[src/rtl/core/srl_pkg.sv]
// Shared types and constants for the S-record line parser.
package srl_pkg;

    localparam int unsigned MAX_DATA_DEF = 64;

    localparam logic [1:0] KIND_DATA  = 2'd0;
    localparam logic [1:0] KIND_DONE  = 2'd1;
    localparam logic [1:0] KIND_ERROR = 2'd2;

    localparam logic [2:0] ERR_NONE      = 3'd0;
    localparam logic [2:0] ERR_NO_S      = 3'd1;
    localparam logic [2:0] ERR_BAD_TYPE  = 3'd2;
    localparam logic [2:0] ERR_BAD_HEX   = 3'd3;
    localparam logic [2:0] ERR_BAD_LEN   = 3'd4;
    localparam logic [2:0] ERR_TRUNCATED = 3'd5;

    typedef struct packed {
        logic        valid;
        logic [1:0]  kind;
        logic [7:0]  data_byte;
        logic [7:0]  byte_index;
        logic [2:0]  rec_type;
        logic [31:0] address;
        logic [7:0]  data_len;
        logic        sum_match;
        logic [2:0]  error_code;
    } t_result;

endpackage

[src/rtl/core/srl_hex_dec.sv]
// ASCII hex digit decoder, both letter cases.
module srl_hex_dec (
    input  logic [7:0] i_ch,
    output logic       o_is_hex,
    output logic [3:0] o_nibble
);

    always_comb begin
        o_is_hex = 1'b1;
        o_nibble = 4'd0;
        if (i_ch inside {["0":"9"]}) begin
            o_nibble = 4'(i_ch - 8'h30);
        end else if (i_ch inside {["A":"F"]}) begin
            o_nibble = 4'(i_ch - 8'h37);
        end else if (i_ch inside {["a":"f"]}) begin
            o_nibble = 4'(i_ch - 8'h57);
        end else begin
            o_is_hex = 1'b0;
        end
    end

endmodule

[src/rtl/core/srl_core.sv]
// Parse state and combinational step logic for one character.
module srl_core #(
    parameter int unsigned MAX_DATA = srl_pkg::MAX_DATA_DEF
) (
    input  logic             i_clk,
    input  logic             i_rst_n,
    input  logic             i_step,
    input  logic [7:0]       i_ch,
    input  logic             i_end_of_line,
    output srl_pkg::t_result o_res
);

    localparam logic [2:0] PH_IDLE  = 3'd0;
    localparam logic [2:0] PH_TYPE  = 3'd1;
    localparam logic [2:0] PH_COUNT = 3'd2;
    localparam logic [2:0] PH_ADDR  = 3'd3;
    localparam logic [2:0] PH_DATA  = 3'd4;
    localparam logic [2:0] PH_CKSUM = 3'd5;
    localparam logic [2:0] PH_DONE  = 3'd6;
    localparam logic [2:0] PH_SKIP  = 3'd7;

    logic [2:0]  r_phase, n_phase;
    logic [2:0]  r_type, n_type;
    logic [7:0]  r_count, n_count;
    logic [7:0]  r_pair, n_pair;
    logic [3:0]  r_high, n_high;
    logic [31:0] r_addr, n_addr;
    logic [7:0]  r_sum, n_sum;
    logic [7:0]  r_len, n_len;
    logic        r_have_high, n_have_high;

    logic        is_hex;
    logic [3:0]  nibble;
    logic [7:0]  pair_byte;
    logic [2:0]  alen;
    logic [8:0]  need;
    logic [7:0]  pair_inc;
    logic [7:0]  len_calc;

    srl_hex_dec u_hex (
        .i_ch     (i_ch),
        .o_is_hex (is_hex),
        .o_nibble (nibble)
    );

    assign pair_byte = {r_high, nibble};
    assign pair_inc  = r_pair + 8'd1;
    assign need      = {6'd0, alen} + 9'd1;
    assign len_calc  = 8'({1'b0, r_count} - need);

    always_comb begin
        case (r_type)
            3'd2, 3'd6: alen = 3'd3;
            3'd3, 3'd5: alen = 3'd4;
            default:    alen = 3'd2;
        endcase
    end

    always_comb begin
        n_phase     = r_phase;
        n_type      = r_type;
        n_count     = r_count;
        n_pair      = r_pair;
        n_high      = r_high;
        n_addr      = r_addr;
        n_sum       = r_sum;
        n_len       = r_len;
        n_have_high = r_have_high;
        o_res       = '0;

        if (i_end_of_line) begin
            if (r_phase >= PH_TYPE && r_phase <= PH_CKSUM) begin
                o_res.valid      = 1'b1;
                o_res.kind       = srl_pkg::KIND_ERROR;
                o_res.error_code = srl_pkg::ERR_TRUNCATED;
            end
            n_phase     = PH_IDLE;
            n_have_high = 1'b0;
        end else begin
            case (r_phase)
                PH_IDLE: begin
                    if (i_ch != "S") begin
                        o_res.valid      = 1'b1;
                        o_res.kind       = srl_pkg::KIND_ERROR;
                        o_res.error_code = srl_pkg::ERR_NO_S;
                        n_phase          = PH_SKIP;
                    end else begin
                        n_phase = PH_TYPE;
                    end
                end
                PH_TYPE: begin
                    n_count     = '0;
                    n_pair      = '0;
                    n_high      = '0;
                    n_addr      = '0;
                    n_sum       = '0;
                    n_len       = '0;
                    n_have_high = 1'b0;
                    n_phase     = PH_COUNT;
                    case (i_ch)
                        "0":     n_type = 3'd0;
                        "1":     n_type = 3'd1;
                        "2":     n_type = 3'd2;
                        "3":     n_type = 3'd3;
                        "5":     n_type = 3'd4;
                        "7":     n_type = 3'd5;
                        "8":     n_type = 3'd6;
                        "9":     n_type = 3'd7;
                        default: begin
                            n_count     = r_count;
                            n_pair      = r_pair;
                            n_high      = r_high;
                            n_addr      = r_addr;
                            n_sum       = r_sum;
                            n_len       = r_len;
                            n_phase     = PH_SKIP;
                            o_res.valid      = 1'b1;
                            o_res.kind       = srl_pkg::KIND_ERROR;
                            o_res.error_code = srl_pkg::ERR_BAD_TYPE;
                        end
                    endcase
                end
                PH_COUNT, PH_ADDR, PH_DATA, PH_CKSUM: begin
                    if (!is_hex) begin
                        o_res.valid      = 1'b1;
                        o_res.kind       = srl_pkg::KIND_ERROR;
                        o_res.error_code = srl_pkg::ERR_BAD_HEX;
                        n_phase          = PH_SKIP;
                        n_have_high      = 1'b0;
                    end else if (!r_have_high) begin
                        n_high      = nibble;
                        n_have_high = 1'b1;
                    end else begin
                        n_have_high = 1'b0;
                        if (r_phase == PH_COUNT) begin
                            n_count = pair_byte;
                            n_sum   = r_sum + pair_byte;
                            n_pair  = '0;
                            n_phase = PH_ADDR;
                        end else if (r_phase == PH_ADDR) begin
                            n_addr = {r_addr[23:0], pair_byte};
                            n_sum  = r_sum + pair_byte;
                            n_pair = pair_inc;
                            if (pair_inc >= {5'd0, alen}) begin
                                if ({1'b0, r_count} < need ||
                                    len_calc > 8'(MAX_DATA)) begin
                                    o_res.valid      = 1'b1;
                                    o_res.kind       = srl_pkg::KIND_ERROR;
                                    o_res.error_code = srl_pkg::ERR_BAD_LEN;
                                    n_phase          = PH_SKIP;
                                end else begin
                                    n_len   = len_calc;
                                    n_pair  = '0;
                                    n_phase = (len_calc != 8'd0) ? PH_DATA : PH_CKSUM;
                                end
                            end
                        end else if (r_phase == PH_DATA) begin
                            o_res.valid      = 1'b1;
                            o_res.kind       = srl_pkg::KIND_DATA;
                            o_res.data_byte  = pair_byte;
                            o_res.byte_index = r_pair;
                            o_res.rec_type   = r_type;
                            o_res.address    = r_addr;
                            o_res.data_len   = r_len;
                            n_sum  = r_sum + pair_byte;
                            n_pair = pair_inc;
                            if (pair_inc >= r_len) begin
                                n_phase = PH_CKSUM;
                            end
                        end else begin
                            o_res.valid     = 1'b1;
                            o_res.kind      = srl_pkg::KIND_DONE;
                            o_res.rec_type  = r_type;
                            o_res.address   = r_addr;
                            o_res.data_len  = r_len;
                            o_res.sum_match = (~r_sum == pair_byte);
                            n_phase         = PH_DONE;
                        end
                    end
                end
                default: begin
                    n_phase = r_phase;
                end
            endcase
        end

        if (!i_step) begin
            o_res.valid = 1'b0;
        end
    end

    always_ff @(posedge i_clk) begin
        if (!i_rst_n) begin
            r_phase     <= PH_IDLE;
            r_type      <= '0;
            r_count     <= '0;
            r_pair      <= '0;
            r_high      <= '0;
            r_addr      <= '0;
            r_sum       <= '0;
            r_len       <= '0;
            r_have_high <= 1'b0;
        end else if (i_step) begin
            r_phase     <= n_phase;
            r_type      <= n_type;
            r_count     <= n_count;
            r_pair      <= n_pair;
            r_high      <= n_high;
            r_addr      <= n_addr;
            r_sum       <= n_sum;
            r_len       <= n_len;
            r_have_high <= n_have_high;
        end
    end

endmodule

[src/rtl/core/srecord_line_parser_top.sv]
// Top level of the S-record line parser: input register, parse step, result register.
// One ASCII character is taken per transaction and the block sustains one character
// per clock cycle while the result register is not stalled. A character is held in
// the input register while the combinational parse step updates the record state,
// and any result it produces is captured in the result register when the step is
// taken. Each character yields at most one result: a data byte, a record-complete
// summary with the checksum check, or an error (reported once; the rest of the line
// is then ignored until end of line). The input side stalls only while a character
// is held and the result register is full and stalled.
module srecord_line_parser_top #(
    parameter int unsigned MAX_DATA = srl_pkg::MAX_DATA_DEF
) (
    input  logic        i_clk,
    input  logic        i_rst_n,
    input  logic        i_valid,
    output logic        o_stall,
    input  logic [7:0]  i_ch,
    input  logic        i_end_of_line,
    output logic        o_valid,
    input  logic        i_stall,
    output logic [1:0]  o_kind,
    output logic [7:0]  o_data_byte,
    output logic [7:0]  o_byte_index,
    output logic [2:0]  o_rec_type,
    output logic [31:0] o_address,
    output logic [7:0]  o_data_len,
    output logic        o_sum_match,
    output logic [2:0]  o_error_code
);

    logic             r_in_valid;
    logic [7:0]       r_ch;
    logic             r_eol;
    logic             out_ready;
    logic             step;
    srl_pkg::t_result res;
    srl_pkg::t_result r_res;

    assign out_ready = !r_res.valid || !i_stall;
    assign step      = r_in_valid && out_ready;
    assign o_stall   = r_in_valid && !out_ready;

    srl_core #(
        .MAX_DATA (MAX_DATA)
    ) u_core (
        .i_clk         (i_clk),
        .i_rst_n       (i_rst_n),
        .i_step        (step),
        .i_ch          (r_ch),
        .i_end_of_line (r_eol),
        .o_res         (res)
    );

    always_ff @(posedge i_clk) begin
        if (!i_rst_n) begin
            r_in_valid <= 1'b0;
        end else if (!o_stall) begin
            r_in_valid <= i_valid;
        end
    end

    always_ff @(posedge i_clk) begin
        if (i_valid && !o_stall) begin
            r_ch  <= i_ch;
            r_eol <= i_end_of_line;
        end
    end

    always_ff @(posedge i_clk) begin
        if (!i_rst_n) begin
            r_res.valid <= 1'b0;
        end else if (out_ready) begin
            r_res.valid <= res.valid;
        end
        if (out_ready && res.valid) begin
            r_res.kind       <= res.kind;
            r_res.data_byte  <= res.data_byte;
            r_res.byte_index <= res.byte_index;
            r_res.rec_type   <= res.rec_type;
            r_res.address    <= res.address;
            r_res.data_len   <= res.data_len;
            r_res.sum_match  <= res.sum_match;
            r_res.error_code <= res.error_code;
        end
    end

    assign o_valid      = r_res.valid;
    assign o_kind       = r_res.kind;
    assign o_data_byte  = r_res.data_byte;
    assign o_byte_index = r_res.byte_index;
    assign o_rec_type   = r_res.rec_type;
    assign o_address    = r_res.address;
    assign o_data_len   = r_res.data_len;
    assign o_sum_match  = r_res.sum_match;
    assign o_error_code = r_res.error_code;

    a_err_has_code: assert property (@(posedge i_clk) disable iff (!i_rst_n)
        (o_valid && o_kind == srl_pkg::KIND_ERROR) |-> (o_error_code != srl_pkg::ERR_NONE))
        else $error("error transaction without error code");

    a_ok_no_code: assert property (@(posedge i_clk) disable iff (!i_rst_n)
        (o_valid && o_kind != srl_pkg::KIND_ERROR) |-> (o_error_code == srl_pkg::ERR_NONE))
        else $error("non-error transaction carries error code");

    a_index_in_len: assert property (@(posedge i_clk) disable iff (!i_rst_n)
        (o_valid && o_kind == srl_pkg::KIND_DATA) |-> (o_byte_index < o_data_len))
        else $error("data byte index beyond record length");

    a_len_limit: assert property (@(posedge i_clk) disable iff (!i_rst_n)
        (o_valid && o_kind != srl_pkg::KIND_ERROR) |-> (o_data_len <= 8'(MAX_DATA)))
        else $error("record length above limit");

endmodule

[config.mk]
export PLATFORM = sky130hd
export DESIGN_NAME = srecord_line_parser_top
export DESIGN_NICKNAME = d
export VERILOG_FILES = /design/src/rtl/core/srl_pkg.sv /design/src/rtl/core/srl_hex_dec.sv /design/src/rtl/core/srl_core.sv /design/src/rtl/core/srecord_line_parser_top.sv
export SDC_FILE = /design/constraint.sdc
export NUM_CORES = 1
export LEC_CHECK = 0
export BUFFER_PORTS_ARGS = -buffer_cell sky130_fd_sc_hd__buf_2
export CAP_MARGIN = 20
export CORE_ASPECT_RATIO = 1.1
export CORE_UTILIZATION = 60
export DETAILED_ROUTE_END_ITERATION = 10
export GPL_TIMING_DRIVEN = 0
export PLACE_DENSITY = 0.81
export SKIP_LAST_GASP = 1
export SLEW_MARGIN = 20
export SYNTH_ARGS = -nofsm -noshare
export SYNTH_HDL_FRONTEND = slang
export SYNTH_SLANG_ARGS = --single-unit
[constraint.sdc]
create_clock -name i_clk -period 12.1 [get_ports i_clk]
set_input_delay 2.42 -clock i_clk [delete_from_list [all_inputs] [get_ports i_clk]]
set_output_delay 2.42 -clock i_clk [all_outputs]
set_load 0.01 [all_outputs]
======== Word-level counts from Yosys, hierarchy flattened ========
Cells that the tools add are included.
storage, ports and cells
  register bits ........................... 151
  input port bits ......................... 13
  output and inout port bits .............. 67
  logic and storage cells ................. 199
cells by class
  add/sub/neg operators ................... 7
  magnitude comparators ................... 12
  equality and inequality tests ........... 32
  mux-type cells .......................... 86
  bitwise gates (word level) .............. 6
  reduce and logical (&&, ||, !) cells .... 35
operators with widths
  operator               number
  $mux W8                22
  $mux W32               5
  $mux W66               2
  $mux W3                25
  $eq A8 B6 Y1 const B   8
  $pmux W32 S2           1
  $pmux W8 S2            4
  $mux W60               1
  $pmux W3 S3            3
  $mux W4                6
  $pmux W3 S8            1
  $ge A8 B7 Y1 const B   2
  $le A8 B7 Y1 const B   2
  $mux W16               1
  $reduce_bool A8 Y1     2
  $reduce_and A7 Y1      2
  $reduce_or A7 Y1       2
  $eq A3 B2 Y1 const B   4
  $eq A3 B3 Y1 const B   4
  $mux W1                11
  $ne A2 B1 Y1 const B   5
  $reduce_and A10 Y1     1
  $lt A8 B9 Y1           1
  $add A8 B1 Y8 const B  1
  other kinds (42)       62

======== Depth between registers and ports, before layout ========
  depth in word-level cells ............... 17
  mapped depth ............................ 17

======== By module ========
From an unflattened synthesis, not the netlist that was laid out.
unflattened totals
  cell total of the unflattened synthesis .. 729
  area total of the unflattened synthesis .. 7353.3 um^2
by module, submodules not included
  module                   instances  cells each  area an instance (um^2)
  srl_core                 1          621         4824.6
  srecord_line_parser_top  1          83          2313.5
  srl_hex_dec              1          25          215.2

======== Worst setup path after synthesis ========
No wires, ideal clock.
  kind .................................... input to register
  start point ............................. input i_stall
  end point ............................... register r_res, in the netlist o_address[0] (enable)
  arrival ................................. 5.367 ns
  slack ................................... 6.245 ns
  cell stages on the path ................. 2
  buffers on the path ..................... 0
  cells stage by stage .................... a21bo_2 nor2_1
between the ends
  word-level cells in the longest chain between the ends .. 5
ends and longest elaborated chain
  what                   RTL line                       text
  from (decl)            srecord_line_parser_top.sv:20  input logic i_stall,
  $logic_not A1 Y1 *     srecord_line_parser_top.sv:39  assign out_ready = !r_res.valid || !i_stall;
  $logic_or A1 B1 Y1 *   srecord_line_parser_top.sv:39
  $logic_and A1 B1 Y1    srecord_line_parser_top.sv:40  assign step = r_in_valid && out_ready;
  $mux W1                srl_core.sv:187                if (!i_step) begin
  $logic_and A1 B1 Y1 *  srecord_line_parser_top.sv:75  if (out_ready && res.valid) begin
  to (decl)              srecord_line_parser_top.sv:37  srl_pkg::t_result r_res;
Every way passes the cells marked *; elsewhere a longest branch is shown, timed or not.
A chain may end at the register's enable or synchronous reset.

======== Worst setup path in the final report ========
  start point ............................. input i_stall
  end point ............................... output o_stall
between the ends
  word-level cells in the longest chain between the ends .. 4
ends and longest elaborated chain
  what                 RTL line                       text
  $logic_not A1 Y1     srecord_line_parser_top.sv:39
  $logic_or A1 B1 Y1   srecord_line_parser_top.sv:39
  $logic_not A1 Y1     srecord_line_parser_top.sv:41  assign o_stall = r_in_valid && !out_ready;
  $logic_and A1 B1 Y1  srecord_line_parser_top.sv:41
  to (decl)            srecord_line_parser_top.sv:16  output logic o_stall,
No other way between the ends.

==> insert_results.sql <==
INSERT INTO impl_metrics (metric_group, metric, value, unit) VALUES
('synth', 'mappedNetlistArea', '7570', 'sq um'),
('setup_path', 'cp_slowest_stage_delay', '0.20', 'ns'),
('clocking', 'cts_buffers', '17', ''),
('clocking', 'clock_tree.buffer_depth', '2', ''),
('sta', 'totalNegativeSetupSlack', '0', 'ns'),
('synth', 'synth-seq-area-share', '49.7', '%'),
('detailed_routing', 'avgViaCountPerCell', '6.16', ''),
('synth', 'synth_cell_types', '73', ''),
('setup_path', 'crit_chain', 'buf_2 -> and3_1 -> buf_2', ''),
('synth', 'postSynthRegisterBits', '151', ''),
('floorplan', 'core', '12100', 'sq um'),
('setup_path', 'reg2reg_from', 'u_core.r_type[1]', ''),
('sta', 'final-hold-violation-count', '0', ''),
('placed_design', 'finalWeightedCongestion', '0.934', ''),
('final_layout', 'fin_nets', '917', ''),
('pwr', 'power.static_leakage', '0.00345', 'uW'),
('flow_run', 'maxCapViolCount', '0', ''),
('sta', 'fin_skew', '0.00726', 'ns'),
('grt', 'grt_remaining_overflow', '0', ''),
('outcome', 'result_of_the_run', 'complete, no violations', ''),
('setup_path', 'start_point_of_the_critical_path', 'i_stall', ''),
('final_layout', 'n_antenna_cell', '0', ''),
('pwr', 'power_density', '132', 'nW/um^2'),
('detailed_routing', 'wire_per_inst', '18.9', 'um'),
('final_layout', 'layout.cell_area.non_filler', '8800', 'sq um'),
('sta', 'fin_crit', '5.30', 'ns'),
('grt', 'first_global_vias', '6058', ''),
('clocking', 'postCtsSetupBuffers', '0', ''),
('synth', 'yosysTopAreaCell', 'sky130_fd_sc_hd__edfxtp_1', ''),
('min_path', 'timing.hold.worst.class', 'flip-flop to flip-flop', ''),
('final_layout', 'drive_above_1_share', '14.9', '%'),
('setup_path', 'worst_path_most_repeated_cell', 'sky130_fd_sc_hd__buf_2', ''),
('detailed_routing', 'drt_pass1_iterations', '5', ''),
('sta', 'slew_headroom', '42.1', '%'),
('setup_path', 'critical_path_required', '9.68', 'ns'),
('floorplan', 'die_area', '13100', 'sq um'),
('placed_design', 'placement.io_buffers', '78', ''),
('sta', 'timing.final.crit_share', '43.8', '%'),
('sta', 'finalMaxSlewViolations', '0', ''),
('floorplan', 'die_x', '109', 'um'),
('clocking', 'worst_setup_hold_path_clk_slew', '0.06', 'ns'),
('synth', 'average_cell_area_after_synthesis', '9.83', 'sq um'),
('placed_design', 'hpwl_after_dpl', '14200', 'um'),
('setup_path', 'critical_path.endpoint_type', 'output pin', ''),
('setup_path', 'crit_slowest_cell', 'sky130_fd_sc_hd__and3_1', ''),
('detailed_routing', 'detailedRoute.firstIterationViolations', '472', ''),
('synth', 'synth.most_common_cell', 'sky130_fd_sc_hd__nand2_1', ''),
('clocking', 'clock_tree.root_cell', 'sky130_fd_sc_hd__clkbuf_16', ''),
('synth', 'synthDominantCellAreaShare', '29.4', '%'),
('synth', 'synth_common_cells', 'sky130_fd_sc_hd__nand2_1, sky130_fd_sc_hd__dfxtp_1, sky130_fd_sc_hd__edfxtp_1, sky130_fd_sc_hd__a21oi_1, sky130_fd_sc_hd__and2_1', ''),
('sta', 'fmax', '0.189', 'GHz'),
('floorplan', 'design.portCount', '80', ''),
('sta', 'setup_viol', '0', ''),
('sta', 'tightestPinTransition', '0.868', 'ns'),
('detailed_routing', 'vias', '6381', ''),
('clocking', 'clock_tree_from_tritoncts', 'done', ''),
('sta', 'grt_setup_unrepaired', 'no', ''),
('floorplan', 'rows', '42', ''),
('synth', 'postSynthCellCount', '770', ''),
('synth', 'number_of_enable_type_register_cells_in_the_synthesized_netlist', '74', ''),
('sta', 'setup_ws', '6.80', 'ns'),
('setup_path', 'max_fo_critical_path', '4', ''),
('floorplan', 'die_h', '120', 'um'),
('final_layout', 'layout.cells.non_filler', '1036', ''),
('pwr', 'irDropWorstVdd', '0.000117', 'V'),
('floorplan', 'initial_utilization', '62.4', '%'),
('grt', 'grt_use_total', '31.5', '%'),
('synth', 'synth-main-ff-cell', 'sky130_fd_sc_hd__dfxtp_1', ''),
('setup_path', 'path_class', 'input pin to output pin', ''),
('placed_design', 'post_place_setup_slack', '6.80', 'ns'),
('detailed_routing', 'ant_nets', '0', '');
[cell families (layout without fill, tap and decap cells)]
family                     Yosys count  count (layout)  synth area share, %
AOI/OAI and AO/OA                  149             149                 13.4
and+or+nand+nor                    311             311                 21.3
DFF                                151             151                 49.7
xor gates and xnor gates            23              23                 2.66
adders and majority gates           35              35                 5.98
muxes                               23              23                 3.04
buffers and inverters               78             190                 3.97
[cell type report]
type | count | area (sq um)
Fill cell | 878 | 3340
Buffer | 45 | 176
Inverter | 33 | 124
Timing Repair Buffer | 80 | 438
Clock buffer | 19 | 443
Sequential cell | 151 | 3760
Clock inverter | 13 | 146
Tap cell | 154 | 193
Multi-Input combinational cell | 541 | 3520
[state kept, by name, indices dropped and copies added (netlist names)]
| signal | cells |
|---|---|
| o_address | 32 |
| o_byte_index | 8 |
| o_data_byte | 8 |
| o_data_len | 8 |
| o_error_code | 3 |
| o_kind | 2 |
| o_rec_type | 3 |
| o_sum_match | 1 |
| o_valid | 1 |
| r_ch | 8 |
| r_eol | 1 |
| r_in_valid | 1 |
| u_core.r_addr | 32 |
| u_core.r_count | 8 |
| u_core.r_have_high | 1 |
| u_core.r_high | 4 |
| u_core.r_len | 8 |
| u_core.r_pair | 8 |
| u_core.r_phase | 3 |
| u_core.r_sum | 8 |
| u_core.r_type | 3 |
[per-layer routing]
metal / wire, um / track usage, % / up-vias
met2: 9760 / 52.8 / 247
met3: 1170 / 5.70 / 34
li1: - / - / 2957
met1: 8230 / 40.3 / 3143
met5: 0 / 0 / -
met4: 384 / 11.0 / 0
[power breakdown]
part | switching [uW] | leakage (uW) | internal, uW
registers | 4.28 | 0.00133 | 549
clock network | 216 | 0.000280 | 311
logic | 59.1 | 0.00184 | 25.2
total | 279 | 0.00345 | 885
[through the flow]
stage	power [uW]	utilization, %	hold WS, ns
finish	1160	72.5	0.454
global route	1200	72.5	0.477
CTS	1160	72.5	0.453
detailed placement	646	67.7	0.445
global placement	643	67.2	0.437
floorplan	615	-	0.427
[layout by cell type (no fill, tap or decap), types with 7 or more instances in the layout]
cell type                    n
sky130_fd_sc_hd__nor2b_1     8
sky130_fd_sc_hd__a21oi_1    64
sky130_fd_sc_hd__mux2i_1    23
sky130_fd_sc_hd__and2_1     55
sky130_fd_sc_hd__xor2_1     11
sky130_fd_sc_hd__nand2_1    81
sky130_fd_sc_hd__o21ai_0    15
sky130_fd_sc_hd__nand3_1    44
sky130_fd_sc_hd__a21o_1      7
sky130_fd_sc_hd__inv_1      33
sky130_fd_sc_hd__clkbuf_1   38
sky130_fd_sc_hd__buf_2      84
sky130_fd_sc_hd__clkbuf_16  17
sky130_fd_sc_hd__nor3_1     12
sky130_fd_sc_hd__nor4_1     11
sky130_fd_sc_hd__ha_1       33
sky130_fd_sc_hd__edfxtp_1   74
sky130_fd_sc_hd__xnor2_1    12
sky130_fd_sc_hd__nor2_1     46
sky130_fd_sc_hd__dfxtp_1    77
sky130_fd_sc_hd__nand2b_1   13
sky130_fd_sc_hd__nand4_1     8
[worst register-to-register path, cell delays in order, from the launching register on]
cell                       delay (ns)
sky130_fd_sc_hd__dfxtp_1         0.38
sky130_fd_sc_hd__xor2_1          0.17
sky130_fd_sc_hd__nand2_1         0.22
sky130_fd_sc_hd__ha_1            0.27
sky130_fd_sc_hd__nand2b_1        0.16
sky130_fd_sc_hd__ha_1            0.20
sky130_fd_sc_hd__inv_1           0.07
sky130_fd_sc_hd__fa_1            0.21
sky130_fd_sc_hd__a21o_1          0.14
sky130_fd_sc_hd__a21oi_1         0.08
sky130_fd_sc_hd__xnor2_1         0.48
sky130_fd_sc_hd__and3b_1         0.27
sky130_fd_sc_hd__o311a_1         0.38
sky130_fd_sc_hd__o311ai_1        0.56
sky130_fd_sc_hd__nor2_4          0.21
sky130_fd_sc_hd__buf_12          0.24
[final timing paths]
path / to / slack [ns] / depth (start not counted)
worst min register to register: u_core.r_addr[31] / 0.45 / 2
worst max register to register: o_data_byte[6] / 7.80 / 15
worst min-delay path: u_core.r_addr[31] / 0.45 / 2
worst max-delay path: o_stall / 6.80 / 3
Note: power is estimated with default switching activity, not from simulation.
